==> src/rtl/lsp_pkg.sv <==
`default_nettype none

package lsp_pkg;

   typedef struct packed {
      logic [7:0] cover_byte;
      logic       start_of_image;
   } req_type;

   typedef struct packed {
      logic [1:0] kind;
      logic [7:0] value;
      logic       last;
   } rsp_type;

   typedef struct packed {
      logic [1:0]  index;
      logic [15:0] data;
   } csr_type;

   localparam logic [1:0] KindExt      = 2'd0;
   localparam logic [1:0] KindPayload  = 2'd1;
   localparam logic [1:0] KindMismatch = 2'd2;
   localparam logic [1:0] KindEmpty    = 2'd3;

   localparam logic [1:0] CsrMagic = 2'd0;
   localparam logic [1:0] CsrSkip  = 2'd1;

   localparam logic [15:0] MagicReset = 16'd9002;
   localparam logic [7:0]  SkipReset  = 8'd54;

   localparam int QueueDepth = 2;

endpackage

`default_nettype wire

==> src/rtl/lsp_chan_if.sv <==
`default_nettype none

interface lsp_chan_if #(
   parameter type payload_type = logic
) ();
   logic        valid;
   logic        ready;
   payload_type payload;

   modport source (output valid, output payload, input ready);
   modport sink (input valid, input payload, output ready);
endinterface

`default_nettype wire

==> src/rtl/lsp_front.sv <==
`default_nettype none

module lsp_front #(
   parameter int EXT_CHARS = 4,
   parameter int SIZE_BITS = 32
) (
   input  wire logic             clock,
   input  wire logic             reset,
   input  wire logic             step,
   input  wire lsp_pkg::req_type req,
   input  wire logic [15:0]      magic_value,
   input  wire logic [7:0]       header_skip,
   output logic                  push,
   output lsp_pkg::rsp_type      rec
);

   localparam int BitW  = $clog2(SIZE_BITS + 1);
   localparam int ItemW = $clog2(EXT_CHARS + 1);
   localparam int RemW  = SIZE_BITS - 1;

   typedef enum logic [6:0] {
      PhSkip    = 7'b0000001,
      PhMagic   = 7'b0000010,
      PhExtSize = 7'b0000100,
      PhExt     = 7'b0001000,
      PhSize    = 7'b0010000,
      PhData    = 7'b0100000,
      PhDone    = 7'b1000000
   } phase_type;

   phase_type              phase_ff, phase_in;
   logic [7:0]             skip_ff, skip_in;
   logic [BitW-1:0]        bitc_ff, bitc_in;
   logic [ItemW-1:0]       item_ff, item_in;
   logic [SIZE_BITS-1:0]   shf_ff, shf_in;
   logic [7:0]             mhold_ff, mhold_in;
   logic [RemW-1:0]        rem_ff, rem_in;

   always_comb begin
      logic [7:0]           ch;
      logic [SIZE_BITS-1:0] sz;
      phase_in = phase_ff;
      skip_in  = skip_ff;
      bitc_in  = bitc_ff;
      item_in  = item_ff;
      shf_in   = shf_ff;
      mhold_in = mhold_ff;
      rem_in   = rem_ff;
      push     = 1'b0;
      rec      = '0;
      ch       = '0;
      sz       = '0;
      if (step) begin
         if (req.start_of_image) begin
            phase_in = PhSkip;
            skip_in  = '0;
            bitc_in  = '0;
            item_in  = '0;
            shf_in   = '0;
            mhold_in = '0;
            rem_in   = '0;
         end
         if (phase_in == PhSkip) begin
            if (skip_in < header_skip) begin
               skip_in = skip_in + 8'd1;
            end else begin
               phase_in = PhMagic;
               bitc_in  = '0;
               item_in  = '0;
               shf_in   = '0;
            end
         end
         if (phase_in != PhSkip && phase_in != PhDone) begin
            shf_in  = {shf_in[SIZE_BITS-2:0], req.cover_byte[0]};
            bitc_in = bitc_in + BitW'(1);
            ch      = shf_in[7:0];
            unique case (phase_in)
               PhMagic: begin
                  if (bitc_in == BitW'(8)) begin
                     bitc_in = '0;
                     if (item_in == '0) begin
                        mhold_in = ch;
                        item_in  = ItemW'(1);
                     end else begin
                        item_in = '0;
                        if ({mhold_in, ch} != magic_value) begin
                           phase_in = PhDone;
                           push     = 1'b1;
                           rec      = '{kind: lsp_pkg::KindMismatch, value: 8'd0, last: 1'b1};
                        end else begin
                           phase_in = PhExtSize;
                           shf_in   = '0;
                        end
                     end
                  end
               end
               PhExtSize: begin
                  if (bitc_in == BitW'(SIZE_BITS)) begin
                     bitc_in  = '0;
                     shf_in   = '0;
                     item_in  = '0;
                     phase_in = PhExt;
                  end
               end
               PhExt: begin
                  if (bitc_in == BitW'(8)) begin
                     bitc_in = '0;
                     item_in = item_in + ItemW'(1);
                     if (item_in >= ItemW'(EXT_CHARS)) begin
                        item_in  = '0;
                        shf_in   = '0;
                        phase_in = PhSize;
                     end
                     push = 1'b1;
                     rec  = '{kind: lsp_pkg::KindExt, value: ch, last: 1'b0};
                  end
               end
               PhSize: begin
                  if (bitc_in == BitW'(SIZE_BITS)) begin
                     bitc_in = '0;
                     sz      = shf_in;
                     shf_in  = '0;
                     if (sz == '0 || sz[SIZE_BITS-1]) begin
                        phase_in = PhDone;
                        push     = 1'b1;
                        rec      = '{kind: lsp_pkg::KindEmpty, value: 8'd0, last: 1'b1};
                     end else begin
                        rem_in   = sz[RemW-1:0];
                        phase_in = PhData;
                     end
                  end
               end
               PhData: begin
                  if (bitc_in == BitW'(8)) begin
                     bitc_in = '0;
                     rem_in  = rem_in - RemW'(1);
                     push    = 1'b1;
                     if (rem_in == '0) begin
                        phase_in = PhDone;
                        rec      = '{kind: lsp_pkg::KindPayload, value: ch, last: 1'b1};
                     end else begin
                        rec      = '{kind: lsp_pkg::KindPayload, value: ch, last: 1'b0};
                     end
                  end
               end
               default: begin
                  phase_in = PhDone;
               end
            endcase
         end
      end
   end

   always_ff @(posedge clock) begin
      if (reset) begin
         phase_ff <= PhSkip;
         skip_ff  <= '0;
         bitc_ff  <= '0;
         item_ff  <= '0;
         shf_ff   <= '0;
         mhold_ff <= '0;
         rem_ff   <= '0;
      end else begin
         phase_ff <= phase_in;
         skip_ff  <= skip_in;
         bitc_ff  <= bitc_in;
         item_ff  <= item_in;
         shf_ff   <= shf_in;
         mhold_ff <= mhold_in;
         rem_ff   <= rem_in;
      end
   end

endmodule

`default_nettype wire

==> src/rtl/lsp_queue.sv <==
`default_nettype none

module lsp_queue (
   input  wire logic             clock,
   input  wire logic             reset,
   input  wire logic             push,
   input  wire lsp_pkg::rsp_type push_rec,
   output logic                  has_room,
   input  wire logic             pop,
   output logic                  head_valid,
   output lsp_pkg::rsp_type      head_rec
);

   localparam int PtrW = (lsp_pkg::QueueDepth > 1) ? $clog2(lsp_pkg::QueueDepth) : 1;
   localparam int CntW = $clog2(lsp_pkg::QueueDepth + 1);
   localparam logic [PtrW-1:0] LastPtr = PtrW'(lsp_pkg::QueueDepth - 1);

   lsp_pkg::rsp_type mem_ff [lsp_pkg::QueueDepth];
   logic [PtrW-1:0]  wr_ptr_ff, wr_ptr_in;
   logic [PtrW-1:0]  rd_ptr_ff, rd_ptr_in;
   logic [CntW-1:0]  count_ff, count_in;

   assign has_room   = (count_ff != CntW'(lsp_pkg::QueueDepth));
   assign head_valid = (count_ff != '0);
   assign head_rec   = mem_ff[rd_ptr_ff];

   always_comb begin
      wr_ptr_in = wr_ptr_ff;
      rd_ptr_in = rd_ptr_ff;
      count_in  = count_ff;
      if (push) begin
         wr_ptr_in = (wr_ptr_ff == LastPtr) ? '0 : wr_ptr_ff + PtrW'(1);
      end
      if (pop) begin
         rd_ptr_in = (rd_ptr_ff == LastPtr) ? '0 : rd_ptr_ff + PtrW'(1);
      end
      if (push && !pop) begin
         count_in = count_ff + CntW'(1);
      end else if (pop && !push) begin
         count_in = count_ff - CntW'(1);
      end
   end

   always_ff @(posedge clock) begin
      if (push) begin
         mem_ff[wr_ptr_ff] <= push_rec;
      end
   end

   always_ff @(posedge clock) begin
      if (reset) begin
         wr_ptr_ff <= '0;
         rd_ptr_ff <= '0;
         count_ff  <= '0;
      end else begin
         wr_ptr_ff <= wr_ptr_in;
         rd_ptr_ff <= rd_ptr_in;
         count_ff  <= count_in;
      end
   end

endmodule

`default_nettype wire

==> src/rtl/lsp_back.sv <==
`default_nettype none

module lsp_back (
   input  wire logic             clock,
   input  wire logic             reset,
   input  wire logic             head_valid,
   input  wire lsp_pkg::rsp_type head_rec,
   output logic                  pop,
   output logic                  out_valid,
   output lsp_pkg::rsp_type      out_rec,
   input  wire logic             out_ready
);

   logic             valid_ff, valid_in;
   lsp_pkg::rsp_type rec_ff;

   assign pop       = head_valid && (!valid_ff || out_ready);
   assign valid_in  = pop || (valid_ff && !out_ready);
   assign out_valid = valid_ff;
   assign out_rec   = rec_ff;

   always_ff @(posedge clock) begin
      if (pop) begin
         rec_ff <= head_rec;
      end
   end

   always_ff @(posedge clock) begin
      if (reset) begin
         valid_ff <= 1'b0;
      end else begin
         valid_ff <= valid_in;
      end
   end

endmodule

`default_nettype wire

==> src/rtl/lsb_stego_payload_extractor.sv <==
// Throughput: one request per cycle, sustained while the result side keeps up.
// A result goes from the parser into the queue, then into the output register, to rsp.
// The parser takes one hidden bit per request after the header skip, until its last result;
// a two-entry queue decouples it from rsp.
// Synchronous reset empties the queue and output, returns the parser to the header
// skip phase and loads the default magic value and header skip count.
`default_nettype none

module lsb_stego_payload_extractor #(
   parameter int EXT_CHARS = 4,
   parameter int SIZE_BITS = 32
) (
   input wire logic clock,
   input wire logic reset,
   lsp_chan_if.sink   req_chan,
   lsp_chan_if.source rsp_chan,
   lsp_chan_if.sink   csr_chan
);

   logic [15:0]      magic_ff;
   logic [7:0]       skip_ff;
   logic             step;
   logic             push;
   lsp_pkg::rsp_type push_rec;
   logic             has_room;
   logic             pop;
   logic             head_valid;
   lsp_pkg::rsp_type head_rec;
   lsp_pkg::req_type req_payload;
   lsp_pkg::csr_type csr_payload;
   lsp_pkg::rsp_type out_rec;
   logic             out_valid;

   assign req_payload    = req_chan.payload;
   assign csr_payload    = csr_chan.payload;
   assign req_chan.ready = has_room;
   assign step           = req_chan.valid && has_room;
   assign csr_chan.ready = 1'b1;

   always_ff @(posedge clock) begin
      if (reset) begin
         magic_ff <= lsp_pkg::MagicReset;
         skip_ff  <= lsp_pkg::SkipReset;
      end else if (csr_chan.valid) begin
         unique case (csr_payload.index)
            lsp_pkg::CsrMagic: magic_ff <= csr_payload.data;
            lsp_pkg::CsrSkip:  skip_ff  <= csr_payload.data[7:0];
            default: begin
            end
         endcase
      end
   end

   lsp_front #(
      .EXT_CHARS(EXT_CHARS),
      .SIZE_BITS(SIZE_BITS)
   ) u_front (
      .clock      (clock),
      .reset      (reset),
      .step       (step),
      .req        (req_payload),
      .magic_value(magic_ff),
      .header_skip(skip_ff),
      .push       (push),
      .rec        (push_rec)
   );

   lsp_queue u_queue (
      .clock     (clock),
      .reset     (reset),
      .push      (push),
      .push_rec  (push_rec),
      .has_room  (has_room),
      .pop       (pop),
      .head_valid(head_valid),
      .head_rec  (head_rec)
   );

   lsp_back u_back (
      .clock     (clock),
      .reset     (reset),
      .head_valid(head_valid),
      .head_rec  (head_rec),
      .pop       (pop),
      .out_valid (out_valid),
      .out_rec   (out_rec),
      .out_ready (rsp_chan.ready)
   );

   assign rsp_chan.valid   = out_valid;
   assign rsp_chan.payload = out_rec;

   a_status_form: assert property (@(posedge clock) disable iff (reset)
      out_valid && (out_rec.kind == lsp_pkg::KindMismatch ||
                    out_rec.kind == lsp_pkg::KindEmpty)
      |-> out_rec.last && out_rec.value == 8'd0)
      else $error("status result without last flag or with nonzero value");

   a_ext_not_last: assert property (@(posedge clock) disable iff (reset)
      out_valid && out_rec.kind == lsp_pkg::KindExt |-> !out_rec.last)
      else $error("extension character marked as last");

   a_reset_empty: assert property (@(posedge clock)
      $past(reset) |-> !out_valid)
      else $error("result valid right after reset");

   a_push_has_room: assert property (@(posedge clock) disable iff (reset)
      push |-> has_room)
      else $error("parser wrote a result into a full queue");

endmodule

`default_nettype wire
==> src/flat_wrapper.sv <==
// flat-port wrapper written by rule: the top's interface ports become plain ports
module lsb_stego_payload_extractor_flat 
#(
   parameter int EXT_CHARS = 4,
   parameter int SIZE_BITS = 32
)
  (clock, reset, req_chan_valid, req_chan_payload, req_chan_ready, rsp_chan_valid, rsp_chan_payload, rsp_chan_ready, csr_chan_valid, csr_chan_payload, csr_chan_ready);
  lsp_chan_if req_chan_i ();
  lsp_chan_if rsp_chan_i ();
  lsp_chan_if csr_chan_i ();
  input wire logic clock;
  input wire logic reset;
  input wire logic [$bits(req_chan_i.valid)-1:0] req_chan_valid;
  input wire logic [$bits(req_chan_i.payload)-1:0] req_chan_payload;
  output wire logic [$bits(req_chan_i.ready)-1:0] req_chan_ready;
  output wire logic [$bits(rsp_chan_i.valid)-1:0] rsp_chan_valid;
  output wire logic [$bits(rsp_chan_i.payload)-1:0] rsp_chan_payload;
  input wire logic [$bits(rsp_chan_i.ready)-1:0] rsp_chan_ready;
  input wire logic [$bits(csr_chan_i.valid)-1:0] csr_chan_valid;
  input wire logic [$bits(csr_chan_i.payload)-1:0] csr_chan_payload;
  output wire logic [$bits(csr_chan_i.ready)-1:0] csr_chan_ready;
  assign req_chan_i.valid = req_chan_valid;
  assign req_chan_i.payload = req_chan_payload;
  assign req_chan_ready = req_chan_i.ready;
  assign rsp_chan_valid = rsp_chan_i.valid;
  assign rsp_chan_payload = rsp_chan_i.payload;
  assign rsp_chan_i.ready = rsp_chan_ready;
  assign csr_chan_i.valid = csr_chan_valid;
  assign csr_chan_i.payload = csr_chan_payload;
  assign csr_chan_ready = csr_chan_i.ready;
  lsb_stego_payload_extractor #(.EXT_CHARS(EXT_CHARS), .SIZE_BITS(SIZE_BITS)) u_core (.clock(clock), .reset(reset), .req_chan(req_chan_i), .rsp_chan(rsp_chan_i), .csr_chan(csr_chan_i));
endmodule
==> config.mk <==
export PLATFORM = sky130hd
export DESIGN_NAME = lsb_stego_payload_extractor_flat
export DESIGN_NICKNAME = d
export VERILOG_FILES = /design/src/rtl/lsp_pkg.sv /design/src/rtl/lsp_chan_if.sv /design/src/rtl/lsp_front.sv /design/src/rtl/lsp_queue.sv /design/src/rtl/lsp_back.sv /design/src/rtl/lsb_stego_payload_extractor.sv /design/src/flat_wrapper.sv
export SDC_FILE = /design/constraint.sdc
export NUM_CORES = 1
export LEC_CHECK = 0
export BUFFER_PORTS_ARGS = -buffer_cell sky130_fd_sc_hd__buf_2
export CORE_MARGIN = 2
export CORE_UTILIZATION = 45
export DETAILED_ROUTE_END_ITERATION = 8
export PLACE_DENSITY = 0.68
export SYNTH_ARGS = -nofsm -noshare
export SYNTH_HDL_FRONTEND = slang
export SYNTH_SLANG_ARGS = --single-unit
==> constraint.sdc <==
create_clock -name clock -period 4.6 [get_ports clock]
set_input_delay 0.92 -clock clock [delete_from_list [all_inputs] [get_ports clock]]
set_output_delay 0.92 -clock clock [all_outputs]
set_load 0.03 [all_outputs]
* Word level (Yosys, flattened, before mapping)
Memories as Yosys holds them, arrays and structs flattened. A register that Yosys moved wholly into a read port is not among the register bits.
Cells that the tools add are included.
Widths: inputs -> output; s select.
** Word-level totals
- Register bits after elaboration :: 107
- RAM bits :: 22
- Input port bits :: 7
- Output and inout bits :: 4
- Word-level logic and storage cells :: 147
- Memories kept :: 1
** Memories
- u_core.u_queue.mem_ff :: words 2, width 11, rd ports 1, clocked after Yosys merged registers in 1, write ports 1, line lsp_queue.sv:18 : lsp_pkg::rsp_type mem_ff [lsp_pkg::QueueDepth];
** Cells by class
- Add/subtract/negate cells :: 8
- $lt $le $gt $ge :: 2
- Equal/unequal tests :: 12
- Muxes and demuxes :: 91
- Reductions and logical operators :: 21
** Operators with widths (number)
- $mux 32 :: 11
- $mux 31 :: 6
- $mux 7 :: 16
- $pmux 32 s3 :: 1
- $mux 8 :: 10
- $mux 11 :: 7
- $pmux 31 s2 :: 1
- $pmux 11 s4 :: 1
- $mux 6 :: 7
- $pmux 7 s5 :: 1
- $logic_not 32->1 :: 1
- $logic_not 31->1 :: 1
- $sub 31x1->31 const B :: 1
- $mux 3 :: 9
- $ne 16x14->1 :: 1
- $mux 1 :: 14
- $pmux 6 s2 :: 1
- $mux 10 :: 1
- $mux 9 :: 1
- $pmux 3 s3 :: 1
- $add 8x1->8 const B :: 1
- $lt 8x6->1 const B :: 1
- $eq 7x1->1 const B :: 1
- $eq 7x2->1 const B :: 1
- other kinds (24) :: 38

* Depth between registers and ports, before layout
- Depth after elaboration :: 18
- Mapped depth :: 19

* Modules after synthesis
From an unflattened synthesis, not the netlist that was laid out.
** Second synthesis, totals
- Cell total of the unflattened synthesis :: 943
- Area, all modules :: 8005.2 um2
** By module, submodules not included
- lsp_front :: times used 1, cells an instance 861, area each 6536.3 um2, sequential area each 1881.8 um2
- lsp_queue :: times used 1, cells an instance 56, area each 997.2 um2, sequential area each 760.7 um2
- lsp_back :: times used 1, cells an instance 16, area each 385.4 um2, sequential area each 350.3 um2
- lsb_stego_payload_extractor :: times used 1, cells an instance 10, area each 86.3 um2, sequential area each 40.0 um2

* Worst setup path before layout
Ideal clock, no wire load.
- Path type :: input port to flip-flop
- Start :: input req_chan_payload
- End :: register u_core.u_queue.count_ff[1]
- Setup time :: 0.071 ns
- Data arrival time :: 4.419 ns
- Required time :: 4.529 ns
- Slack :: 0.110 ns
- Stages :: 16
- Cell sequence :: clkbuf_1 > a21oi_1 > clkbuf_1 > and2_1 > ha_1 > nand2_1 > or2_2 > a2111oi_0 > clkbuf_1 > o2111ai_1 > o32ai_1 > o21ai_0 > inv_1 > ha_1 > or3_1 > a21oi_1
** Between the ends
- Cells in the longest elaborated chain, start to end :: 16
- Elaborated cells on any way between the ends :: 52
- Classes of those cells :: add/sub: 1; order compare: 1; eq/ne: 10; mux: 31; reduce/logical: 9
** RTL lines
- start: declaration :: line flat_wrapper.sv:14 : input wire logic [$bits(req_chan_i.payload)-1:0] req_chan_payload;
- parallel branches: the longest is 11 deep, another holds $lt 8x6->1
- $mux 1 * :: line lsp_front.sv:73 : if (phase_in != PhSkip && phase_in != PhDone) begin
- $mux 1 * :: line lsp_front.sv:53 : if (step) begin
- net u_core.push :: line lsb_stego_payload_extractor.sv:23 : logic push;
- $logic_not 1->1 :: line lsp_queue.sv:39 : end else if (pop && !push) begin
- $logic_and 1x1->1 :: line lsp_queue.sv:39
- $reduce_bool 2->1 (no line)
- end signal: assignment :: line lsp_queue.sv:58 : count_ff <= count_in;
- end: declaration :: line lsp_queue.sv:21 : logic [CntW-1:0] count_ff, count_in;
Mark *: on every way through the listed nets, which the timed path passes. The select of a mux whose other input is x is not followed.
A chain may end at the register's enable or synchronous reset.

* Final worst setup path
- Start :: register u_core.u_front.phase_ff[3]
- End :: register u_core.u_front.shf_ff[12]
** Between the ends
- Cells in the longest elaborated chain, start to end :: 11
- Elaborated cells on any way between the ends :: 35
- Classes of those cells :: add/sub: 2; order compare: 1; eq/ne: 10; mux: 19; reduce/logical: 3
** RTL lines
- start: declaration :: line lsp_front.sv:31 : phase_type phase_ff, phase_in;
- start signal: assignment :: line lsp_front.sv:156 : phase_ff <= PhSkip;
- start signal: assignment :: line lsp_front.sv:164 : phase_ff <= phase_in;
- $mux 7 * :: line lsp_front.sv:54 : if (req.start_of_image) begin
- $mux 7 * :: line lsp_front.sv:53
- $eq 7x1->1 :: line lsp_front.sv:63 : if (phase_in == PhSkip) begin
- $mux 3 / $mux 32 (equally long branches) :: line lsp_front.sv:63
- $mux 3 / $mux 32 (equally long branches) :: line lsp_front.sv:53
- $add 3x1->3 / $ne 16x14->1 (equally long branches) :: line lsp_front.sv:108, lsp_front.sv:86
- $ge 3x3->1 / $mux 32 (equally long branches) :: line lsp_front.sv:109, lsp_front.sv:86
- $mux 32 (on tied branches) :: line lsp_front.sv:109, lsp_front.sv:81
- $mux 32 (on tied branches) :: line lsp_front.sv:106, lsp_front.sv:79
- $pmux 32 s3 :: line lsp_front.sv:77 : unique case (phase_in)
- $mux 32 * :: line lsp_front.sv:73
- end signal: assignment :: line lsp_front.sv:168 : shf_ff <= shf_in;
- end: declaration :: line lsp_front.sv:35 : logic [SIZE_BITS-1:0] shf_ff, shf_in;
Every way passes the cells marked *; elsewhere a longest branch is shown, timed or not. The select of a mux whose other input is x is not followed.

==> reports/results.ini <==
[cells_and_area]
antenna_cells_inserted = 0
final_area_um2 = 6696
filler_cell_count = 1273
layout.cells.most_common = dfxtp_1
flow.area_growth_from_synthesis_pct = 9.113
final_cells = 961
final_core_utilization_pct = 50.37
layout-drive-gt1-share_pct = 9.427
layout.nets = 794
layout_common_cells = dfxtp_1, nand2_1, nor2_1

[clocking]
post_cts.resized_instances = 0
post_cts.repair.setup_buffers = 0
cts-htree-levels = 3
insertion_delay_ps = 370
holdBufCountCts = 0
path_clk_slew_ps = 70
tritoncts = built
cts-buffers-inserted = 9
clock_path_buffers = 2
cts_sinks = 104
clk_root_buffer_cell = clkbuf_16

[min_path]
worst_hold_path_type = reg2reg

[grt]
use_met2_pct = 38.63
grt_pass1_wl_um = 30010
grt_overflow_total = 0
grtUsageMet3_pct = 5.425
grt_max_degree = 48
first_global_vias = 5461
antenna_found_initial = 0
global_route.peak_usage_layer = met2
groute.usage.overall_pct = 26.38
met1_usage_pct = 38.02

[setup_path]
critPathCaptureType = flip-flop
critical_path_arrival_ps = 4380
start_kind = flip-flop
worst-setup-path-type = reg2reg
crit_path_max_fanout = 29
critical_path_required_ps = 4850

[detailed_routing]
vias_per_cell = 6.480
route.final.wire_length_um = 18940
num_vias = 6227
drt-wirelength-per-cell_um = 19.71
route.detailed.drc = 0
drt-initial-drc-count = 697
firstDrtPassIters = 7
ant_nets = 0

[placed_design]
place_worst_setup_slack_ps = 468.8
place.gp.congestion = 0.9481
place.detailed.instances = 945
placement.cell_area_um2 = 6379
place.port_buffers = 9
dpl.hpwl_um = 13340

[yosys]
yosys.area_share.adder_pct = 1.427
asyncSetResetFlopFracSynth_pct = 0
muxShareOfSynthArea_pct = 1.549
yosys.cell_types.count = 72
synth.yosys.warnings = 0
yosys.area_share.xor_xnor_pct = 3.282
number_of_flops_mapped_to_enable_cells_by_yosys = 3
synth.net_count = 800
synthesis.area_um2 = 6137
syn_area_cell_um2 = 7.808
synth-compound-area-share_pct = 27.05
postSynthCellCount = 786
combinational_family_with_the_most_area_after_synthesis = simple AND/OR/NAND/NOR gates
synthFlopType = dfxtp_1
ys_seq_elements = 104
seq_area_frac_synth_pct = 34.41
synth_simple_gate_area_share_pct = 27.26

[die]
initial_core_utilization_pct = 46.16
die_area_um2 = 14590
pin_count = 11
core-area_um2 = 13300
die_height_um = 120.8
dieWidth_um = 120.8
floorplan.rows = 42

[timing]
clock_skew_ps = 8.598
setup_viol = 0
post-route-worst-setup-slack_ps = 476.1
tightest_slew_ps = 1200
max_freq_mhz = 242.5
finalHoldViolations = 0
rsz0062_at_grt = false
slew_viol_final = 0
final.hold.worst_slack_ps = 462.1
timing.setup.tns_ps = 0
timing.slew.headroom_pct = 20.00
period_minus_slack_ps = 4124
timing.final.crit_share_pct = 89.65

[pwr]
p_leak_nw = 2.499
ir_worst_vdd_mv = 0.1936
powerDensity_nw_per_um2 = 276.4
power_total_mw = 1.851

[outcome]
status = finished, final reports clean

[flow_run]
max_cap_viol_count = 0

==> where the power goes <==
part	internal [mW]	switching (mW)	total (mW)
Clock	0.439	0.391	0.830
Sequential	0.907	0.00496	0.912
Combinational	0.0308	0.0781	0.109
==> layout make-up <==
type / instances / area, µm² / share of cell area, %
Tap cell: 176 / 220.2 / 3.288
Sequential cell: 104 / 2112 / 31.54
Clock buffer: 9 / 225.2 / 3.363
Multi-Input combinational cell: 613 / 3730 / 55.70
Clock inverter: 7 / 92.59 / 1.383
Timing Repair Buffer: 35 / 252.7 / 3.774
Inverter: 17 / 63.81 / 0.9529
==> sequential cells by signal, summed over array words and instances, names as in the netlist <==
name and cells:
u_core.u_front.shf_ff 31, u_core.u_queue.count_ff 2, u_core.u_queue.mem_ff 2, u_core.u_queue.wr_ptr_ff 1, u_core.u_front.bitc_ff 6, u_core.u_back.out_rec 1, u_core.magic_ff 2, u_core.u_front.item_ff 3
u_core.u_front.rem_ff 31, u_core.u_front.mhold_ff 8, u_core.u_queue.rd_ptr_ff 1, u_core.u_front.phase_ff 7, u_core.u_back.out_valid 1, u_core.u_front.skip_ff 8
==> metal layers <==
metal | wire, µm | vias to the layer above | share of wire, %
met5 | 0 | - | 0
met3 | 1677 | 27 | 8.9
met2 | 8240 | 263 | 43
met4 | 385 | 0 | 2.0
li1 | - | 2913 | -
met1 | 8641 | 3024 | 46
==> cells in the mapped netlist, drive strengths merged (5+ instances only) <==
cell type,instances,area share [%]
a211oi,8,0.98
a21o,6,0.73
and2,11,1.1
and3,10,1.0
nor3,29,2.4
a22oi,20,2.4
nor2,82,5.0
a32oi,6,0.86
nor3b,7,0.86
xor2,9,1.3
nand3,18,1.5
nand2b,6,0.61
nor4,18,2.0
ha,7,1.4
mux2i,5,0.82
a21oi,55,4.5
dfxtp,101,33
clkbuf,34,2.1
or4,12,1.6
o21ai,56,4.6
or3,10,1.0
nor2b,9,0.92
a22o,34,4.9
xnor2,14,2.0
inv,17,1.0
nand4,15,1.5
a31oi,13,1.3
o21a,7,0.86
nand2,83,5.1
buf,18,1.8
==> kinds of logic (layout without fill, tap and decap cells) <==
family / Yosys count / after routing
other: 1 / 1
DFF: 104 / 104
AOI/OAI and AO/OA: 245 / 245
muxes: 9 / 9
buffers and inverters: 69 / 68
adders and majority gates: 7 / 7
xor gates and xnor gates: 23 / 23
and+or+nand+nor: 328 / 328
==> critical path, cell delays in order (launching register included) <==
cell and delay, ps:
dfxtp_1 570, or3_1 210, nor2_1 60, buf_4 150, a21oi_1 230, and2_1 190, ha_1 170, nand2_1 90
or2_2 310, nor2_1 200, nand2_1 290, o32ai_1 450, o211ai_1 210, and3_1 550, a22o_1 330
==> final timing paths <==
| kind | slack [ps] | from | to | cells after the start |
|---|---|---|---|---|
| max | 480 | u_core.u_front.phase_ff[3]$_SDFFE_PP0P_ | u_core.u_front.shf_ff[12]$_SDFFE_PP0P_ | 14 |
| min | 460 | u_core.u_front.mhold_ff[0]$_SDFFE_PP0P_ | u_core.u_front.mhold_ff[0]$_SDFFE_PP0P_ | 2 |
| max reg2reg | 480 | u_core.u_front.phase_ff[3]$_SDFFE_PP0P_ | u_core.u_front.shf_ff[12]$_SDFFE_PP0P_ | 14 |
| min reg2reg | 460 | u_core.u_front.mhold_ff[0]$_SDFFE_PP0P_ | u_core.u_front.mhold_ff[0]$_SDFFE_PP0P_ | 2 |
Note: power is estimated with default switching activity, not from simulation.
